$ cat config.mk
export PLATFORM = sky130hd
export DESIGN_NAME = object_file_section_loader
export DESIGN_NICKNAME = d
export VERILOG_FILES = /design/src/rtl/oful_pkg.sv /design/src/rtl/oful_parser.sv /design/src/rtl/object_file_section_loader.sv
export SDC_FILE = /design/constraint.sdc
export NUM_CORES = 1
export LEC_CHECK = 0
export ABC_CLOCK_PERIOD_IN_PS = 3900
export BUFFER_PORTS_ARGS = -buffer_cell sky130_fd_sc_hd__buf_2
export CAP_MARGIN = 20
export CELL_PAD_IN_SITES_DETAIL_PLACEMENT = 1
export CELL_PAD_IN_SITES_GLOBAL_PLACEMENT = 2
export CORE_MARGIN = 10
export CORE_UTILIZATION = 25
export CTS_CLUSTER_SIZE = 25
export DETAILED_ROUTE_END_ITERATION = 10
export PLACE_DENSITY_LB_ADDON = 0.15
export SKIP_LAST_GASP = 1
export SLEW_MARGIN = 40
export SYNTH_ARGS = -nofsm -noshare
export SYNTH_HDL_FRONTEND = slang
export SYNTH_HIERARCHICAL = 1
export SYNTH_SLANG_ARGS = --single-unit
$ cat constraint.sdc
create_clock -name clk -period 3.9 [get_ports clk]
set_input_delay 0.585 -clock clk [delete_from_list [all_inputs] [get_ports clk]]
set_output_delay 0.585 -clock clk [all_outputs]
set_load 0.01 [all_outputs]
$ cat src/rtl/oful_pkg.sv
package oful_pkg;

    localparam logic [15:0] HDR_CODE   = 16'hCADE;
    localparam logic [15:0] HDR_DATA   = 16'hDADA;
    localparam logic [15:0] HDR_SYMBOL = 16'hC3B7;
    localparam logic [15:0] HDR_NAME   = 16'hF17E;
    localparam logic [15:0] HDR_LINE   = 16'h715E;

    localparam logic [15:0] LINE_SKIP_BYTES = 16'd6;

    localparam logic [1:0] KIND_EMPTY = 2'd0;
    localparam logic [1:0] KIND_CODE  = 2'd1;
    localparam logic [1:0] KIND_DATA  = 2'd2;

    typedef struct packed {
        logic        valid;
        logic [15:0] write_address;
        logic [15:0] write_data;
        logic [1:0]  write_kind;
    } result_t;

endpackage

$ cat src/rtl/oful_parser.sv
module oful_parser
(
    input  logic              clk,
    input  logic              rst_n,
    input  logic              step,
    input  logic [7:0]        in_byte,
    output oful_pkg::result_t result
);

    typedef enum logic [3:0] {
        PH_SEEK  = 4'd0,
        PH_ADDR  = 4'd1,
        PH_COUNT = 4'd2,
        PH_WORDS = 4'd3,
        PH_SKIP  = 4'd4
    } phase_t;

    typedef enum logic [2:0] {
        SEC_NONE   = 3'd0,
        SEC_CODE   = 3'd1,
        SEC_DATA   = 3'd2,
        SEC_SYMBOL = 3'd3,
        SEC_NAME   = 3'd4,
        SEC_LINE   = 3'd5
    } section_t;

    phase_t      phase_reg, phase_next;
    section_t    section_reg, section_next;
    logic [15:0] header_window_reg, header_window_next;
    logic [7:0]  high_byte_reg, high_byte_next;
    logic        half_reg, half_next;
    logic [15:0] address_counter_reg, address_counter_next;
    logic [15:0] items_remaining_reg, items_remaining_next;

    logic [15:0] pair;
    logic [15:0] window;
    logic [15:0] items_dec;
    section_t    found;

    assign pair      = {high_byte_reg, in_byte};
    assign window    = {header_window_reg[7:0], in_byte};
    assign items_dec = (items_remaining_reg != 16'd0) ? items_remaining_reg - 16'd1
                                                      : items_remaining_reg;

    always_comb
    begin
        priority if (window == oful_pkg::HDR_CODE)   found = SEC_CODE;
        else if (window == oful_pkg::HDR_DATA)       found = SEC_DATA;
        else if (window == oful_pkg::HDR_SYMBOL)     found = SEC_SYMBOL;
        else if (window == oful_pkg::HDR_NAME)       found = SEC_NAME;
        else if (window == oful_pkg::HDR_LINE)       found = SEC_LINE;
        else                                         found = SEC_NONE;
    end

    always_comb
    begin
        phase_next           = phase_reg;
        section_next         = section_reg;
        header_window_next   = header_window_reg;
        high_byte_next       = high_byte_reg;
        half_next            = half_reg;
        address_counter_next = address_counter_reg;
        items_remaining_next = items_remaining_reg;
        result               = '0;

        unique case (phase_reg)
            PH_SEEK:
            begin
                header_window_next = window;
                if (found != SEC_NONE)
                begin
                    section_next       = found;
                    header_window_next = 16'd0;
                    half_next          = 1'b0;
                    if (found == SEC_LINE)
                    begin
                        items_remaining_next = oful_pkg::LINE_SKIP_BYTES;
                        phase_next           = PH_SKIP;
                    end
                    else if (found == SEC_NAME)
                    begin
                        phase_next = PH_COUNT;
                    end
                    else
                    begin
                        phase_next = PH_ADDR;
                    end
                end
            end
            PH_ADDR:
            begin
                if (!half_reg)
                begin
                    high_byte_next = in_byte;
                    half_next      = 1'b1;
                end
                else
                begin
                    address_counter_next = pair;
                    half_next            = 1'b0;
                    phase_next           = PH_COUNT;
                end
            end
            PH_COUNT:
            begin
                if (!half_reg)
                begin
                    high_byte_next = in_byte;
                    half_next      = 1'b1;
                end
                else
                begin
                    items_remaining_next = pair;
                    half_next            = 1'b0;
                    if (pair == 16'd0)
                        phase_next = PH_SEEK;
                    else if (section_reg == SEC_CODE || section_reg == SEC_DATA)
                        phase_next = PH_WORDS;
                    else
                        phase_next = PH_SKIP;
                end
            end
            PH_WORDS:
            begin
                if (!half_reg)
                begin
                    high_byte_next = in_byte;
                    half_next      = 1'b1;
                end
                else
                begin
                    half_next            = 1'b0;
                    result.valid         = 1'b1;
                    result.write_address = address_counter_reg;
                    result.write_data    = pair;
                    if (pair == 16'd0)
                        result.write_kind = oful_pkg::KIND_EMPTY;
                    else if (section_reg == SEC_CODE)
                        result.write_kind = oful_pkg::KIND_CODE;
                    else
                        result.write_kind = oful_pkg::KIND_DATA;
                    address_counter_next = address_counter_reg + 16'd1;
                    items_remaining_next = items_dec;
                    if (items_dec == 16'd0)
                        phase_next = PH_SEEK;
                end
            end
            PH_SKIP:
            begin
                items_remaining_next = items_dec;
                if (items_dec == 16'd0)
                    phase_next = PH_SEEK;
            end
            default:
            begin
                phase_next = PH_SEEK;
            end
        endcase
    end

    always_ff @(posedge clk or negedge rst_n)
    begin
        if (!rst_n)
        begin
            phase_reg           <= PH_SEEK;
            section_reg         <= SEC_NONE;
            header_window_reg   <= 16'd0;
            high_byte_reg       <= 8'd0;
            half_reg            <= 1'b0;
            address_counter_reg <= 16'd0;
            items_remaining_reg <= 16'd0;
        end
        else if (step)
        begin
            phase_reg           <= phase_next;
            section_reg         <= section_next;
            header_window_reg   <= header_window_next;
            high_byte_reg       <= high_byte_next;
            half_reg            <= half_next;
            address_counter_reg <= address_counter_next;
            items_remaining_reg <= items_remaining_next;
        end
    end

    a_result_only_in_words: assert property (@(posedge clk) disable iff (!rst_n)
        result.valid |-> (phase_reg == PH_WORDS && half_reg))
        else $error("write produced outside a word pair");

    a_header_clears_window: assert property (@(posedge clk) disable iff (!rst_n)
        (step && phase_reg == PH_SEEK && found != SEC_NONE)
        |=> (header_window_reg == 16'd0 && !half_reg))
        else $error("window or pair flag not cleared on header");

    a_address_steps: assert property (@(posedge clk) disable iff (!rst_n)
        (step && result.valid)
        |=> address_counter_reg == 16'($past(address_counter_reg) + 16'd1))
        else $error("address did not step after a word");

    a_skip_ends: assert property (@(posedge clk) disable iff (!rst_n)
        (step && phase_reg == PH_SKIP && items_remaining_reg == 16'd1)
        |=> phase_reg == PH_SEEK)
        else $error("skip did not return to seeking");

endmodule

$ cat src/rtl/object_file_section_loader.sv
// Object file section loader: takes one byte of an object file per beat on the
// slave side and returns one memory write per big-endian word of each code or
// data section on the master side; symbol, name and line sections are consumed
// with no output. It takes one byte every cycle when the master side is not
// stalled. A write is presented on the master side once the byte that completes
// its word has sat in the input register and the parser logic has loaded the
// output register from it. While a write waits on the master side the parser
// holds, and the slave side only fills an empty input register.
module object_file_section_loader
(
    input  logic        clk,
    input  logic        rst_n,
    input  logic        s_tvalid,
    output logic        s_tready,
    input  logic [7:0]  s_tdata,   // in_byte
    output logic        m_tvalid,
    input  logic        m_tready,
    output logic [31:0] m_tdata,   // write_address, write_data
    output logic [1:0]  m_tuser    // write_kind
);

    logic              in_valid_reg;
    logic [7:0]        in_byte_reg;
    logic              out_valid_reg;
    logic [15:0]       out_address_reg;
    logic [15:0]       out_data_reg;
    logic [1:0]        out_kind_reg;
    logic              advance;
    logic              step;
    oful_pkg::result_t result;

    assign advance  = !out_valid_reg || m_tready;
    assign step     = in_valid_reg && advance;
    assign s_tready = !in_valid_reg || advance;

    oful_parser u_parser
    (
        .clk     (clk),
        .rst_n   (rst_n),
        .step    (step),
        .in_byte (in_byte_reg),
        .result  (result)
    );

    always_ff @(posedge clk or negedge rst_n)
    begin
        if (!rst_n)
        begin
            in_valid_reg  <= 1'b0;
            out_valid_reg <= 1'b0;
        end
        else
        begin
            if (s_tready)
                in_valid_reg <= s_tvalid;
            if (advance)
                out_valid_reg <= step && result.valid;
        end
    end

    always_ff @(posedge clk)
    begin
        if (s_tvalid && s_tready)
            in_byte_reg <= s_tdata;
        if (step && result.valid)
        begin
            out_address_reg <= result.write_address;
            out_data_reg    <= result.write_data;
            out_kind_reg    <= result.write_kind;
        end
    end

    assign m_tvalid = out_valid_reg;
    assign m_tdata  = {out_data_reg, out_address_reg};
    assign m_tuser  = out_kind_reg;

endmodule

==> metrics.cfg <==
[run_status]
outcome=complete, no violations

[route]
via_per_inst=5.09
drt_pre_antenna_iters=5
detailroute.via_count=4313
route.final.wire_length_microns=17100
detailedRoute.firstIterationViolations=246
detail_route.drc_violations=0
route.antenna.remaining_nets=0
routedWlPerCell_microns=20.1

[synth]
syn-num-nets=543
synth-main-ff-cell=sky130_fd_sc_hd__dfrtp_1
synth.ff_latch_count=99
syn-cell-area_sq_mm=0.00530
async_reset_ff_frac=0.576
synth_edf_count=42
yosys.area.top_type=sky130_fd_sc_hd__dfrtp_1
synth_largest_type_area_fraction=0.269
yosysWarningCount=6
synth.yosys.seq_area_share=0.507
synth.avg_cell_area_sq_um=10.0
synthCells=529
unique_masters_post_synth=66
yosys-top-cells-area=sky130_fd_sc_hd__dfrtp_1, sky130_fd_sc_hd__edfxtp_1, sky130_fd_sc_hd__and2_1

[worst_setup_path]
cp-end-kind=register
crit_type=reg2reg
critPathRequiredTime_ns=4.10
worstPathMaxFanout=12
worst_setup_path_start_kind=register
cp_cell_sequence=inv_1, ha_1, nor3b_1, nand3_1, nor3_1, buf_4, o32ai_1, nor4_2, o221ai_1
worstPathArrival_ns=3.06
critical_path.max_stage_delay_ns=0.54
critical_path.slowest_cell=sky130_fd_sc_hd__nor3b_1
rr_worst_depth=9

[pwr]
power.leakage_nw=2.41
total_power_per_unit_cell_area_mw_per_mm2=675
ir_worst_vdd_mv=0.236
p_total_mw=4.16

[floorplan]
std_cell_rows=53
ioPinCount=48
die_height_microns=166
die_area_sq_mm=0.0274
coreArea_sq_mm=0.0210
initial_utilization=0.253
die_w_microns=166

[sta]
setup_viol_count_final=0
worst_clock_skew_ns=0.00641
rsz0062_at_grt=false
slew-limit-headroom=0.464
finalSetupTns_ns=0
finalCriticalPeriod_ns=2.86
final.period_utilization=0.734
maxSlewViolCount=0
max_freq_ghz=0.349
hold_violations=0
worst_slew_pin_slew_ns=0.800

[global_routing]
grt_max_degree=36
antenna_found_initial=0
grt_overflow_total=0
grtUsageTotal=0.128
grt_first_pass_wirelength_microns=27000
grt_pass1_vias=4575

[clock_network]
path_clk_slew_ns=0.07
cts_max_path_buffers=2
clock_insertion_delay_worst_skew_ns=0.35
postCtsHoldBufs=0
htree_num_levels=3
numCtsBuffers=9
postCtsSetupRepairBufs=0
post_cts_resize_count=0
tritoncts_num_sinks=99
tritoncts=yes
cell_chosen_for_the_clock_root=sky130_fd_sc_hd__clkbuf_16

[cells_and_area]
layout_common_cells=sky130_fd_sc_hd__dfrtp_1, sky130_fd_sc_hd__buf_2, sky130_fd_sc_hd__nand2_1
final-instance-count-excl-fill=847
final_common_cell=sky130_fd_sc_hd__dfrtp_1
flow.area_growth_from_synthesis_pct=16.2
fraction_of_final_layout_cells_sized_beyond_drive_strength_1=0.194
nets_finish=580

[placement]
placed_cells_incl_taps=830
finalWeightedCongestion=0.802
detailed_placement_hpwl_microns=11800
quantity_of_i_o_buffers_inserted_on_ports=47

[flow_run]
timing.max_cap.violations=0

[min_path]
hold_class=in2async

path summary, 6_finish.rpt:
path | startpoint | end | slack (ns)
hold reg to reg | u_parser/section_reg[0] | u_parser/section_reg[0] | 0.52
setup / recovery | u_parser/items_remaining_reg[0] | u_parser/phase_reg[0] | 1.04
max in group asynchronous | rst_n | u_parser/header_window_reg[0] | 3.10
setup reg to reg | u_parser/items_remaining_reg[0] | u_parser/phase_reg[0] | 1.04
hold / removal | rst_n | u_parser/items_remaining_reg[8] | 0.19
min in group clk | s_tdata[3] | in_byte_reg[3] | 0.41
worst max-delay path, delay by kind of cell, from the launching register on:
family / cells / cell delay [ns]
simple gates: 4 / 1.30
buf+inv: 2 / 0.36
flops: 1 / 0.47
fa+ha+maj: 1 / 0.27
compound gates: 2 / 0.31
cells by family after synthesis:
| family | after synthesis | share of synthesized area |
|---|---|---|
| AND/OR/NAND/NOR | 238 | 0.259 |
| AO/OA/AOI/OAI | 133 | 0.170 |
| flip-flops | 99 | 0.507 |
| buffers and inverters | 46 | 0.0371 |
| multiplexers | 10 | 0.0210 |
| adder cells (fa/ha/maj) | 2 | 0.00472 |
| XOR/XNOR | 1 | 0.00165 |
where the power goes:
part,leakage [nW],switching [mW],internal [mW]
Clock,0.136,0.428,0.503
Combinational,1.12,0.875,0.603
Sequential,1.15,0.413,1.33
Total,2.41,1.72,2.44
cell usage after synthesis (3+ instances only):
cell type / n
sky130_fd_sc_hd__o2bb2ai_1: 15
sky130_fd_sc_hd__o22ai_1: 5
sky130_fd_sc_hd__edfxtp_1: 42
sky130_fd_sc_hd__nor3b_1: 4
sky130_fd_sc_hd__clkbuf_1: 31
sky130_fd_sc_hd__nand2b_1: 7
sky130_fd_sc_hd__or3_1: 6
sky130_fd_sc_hd__a22oi_1: 4
sky130_fd_sc_hd__a2bb2oi_1: 3
sky130_fd_sc_hd__dfrtp_1: 57
sky130_fd_sc_hd__nand2_1: 44
sky130_fd_sc_hd__nor4_1: 9
sky130_fd_sc_hd__nor2b_1: 3
sky130_fd_sc_hd__o21ai_0: 34
sky130_fd_sc_hd__nor4b_1: 6
sky130_fd_sc_hd__inv_1: 8
sky130_fd_sc_hd__a32oi_1: 4
sky130_fd_sc_hd__nand4_1: 11
sky130_fd_sc_hd__mux2_2: 9
sky130_fd_sc_hd__nand3_1: 28
sky130_fd_sc_hd__and4_1: 4
sky130_fd_sc_hd__nor2_1: 36
sky130_fd_sc_hd__nor3_1: 13
sky130_fd_sc_hd__a21oi_1: 35
sky130_fd_sc_hd__a21o_1: 3
sky130_fd_sc_hd__and2_1: 39
sky130_fd_sc_hd__o211ai_1: 5
sky130_fd_sc_hd__a31oi_1: 3
sky130_fd_sc_hd__o31ai_1: 3
sky130_fd_sc_hd__buf_2: 4
sky130_fd_sc_hd__and3_1: 6
cell type report:
cell class,count,area (sq um)
fillers,2438,14800
flip-flops and latches,99,2690
multi-input cells,384,2430
repair buffers,64,373
well taps,275,344
clock buffers,11,233
clock inverters,5,62.6
inverters,8,30.0
diodes,1,2.50
stage by stage:
| stage | setup slack [ns] | hold WS [ns] | util | cell area (sq um) |
|---|---|---|---|---|
| after floorplan | 0.521 | 0.289 | - | 5300 |
| after global placement | 1.16 | 0.492 | 0.279 | 5840 |
| after detailed placement | 1.09 | 0.502 | 0.280 | 5860 |
| after CTS | 1.05 | 0.195 | 0.294 | 6160 |
| after global routing | 0.713 | 0.207 | 0.294 | 6160 |
| final | 1.04 | 0.186 | 0.294 | 6160 |
layer usage:
| layer | vias up | track usage | routed length (microns) |
|---|---|---|---|
| li1 | 2045 | - | - |
| met1 | 2199 | 0.163 | 7840 |
| met2 | 62 | 0.215 | 8380 |
| met3 | 7 | 0.0191 | 651 |
| met4 | 0 | 0.0487 | 177 |
| met5 | - | 0 | 0 |
No activity file was read; power rests on OpenSTA's default activity.
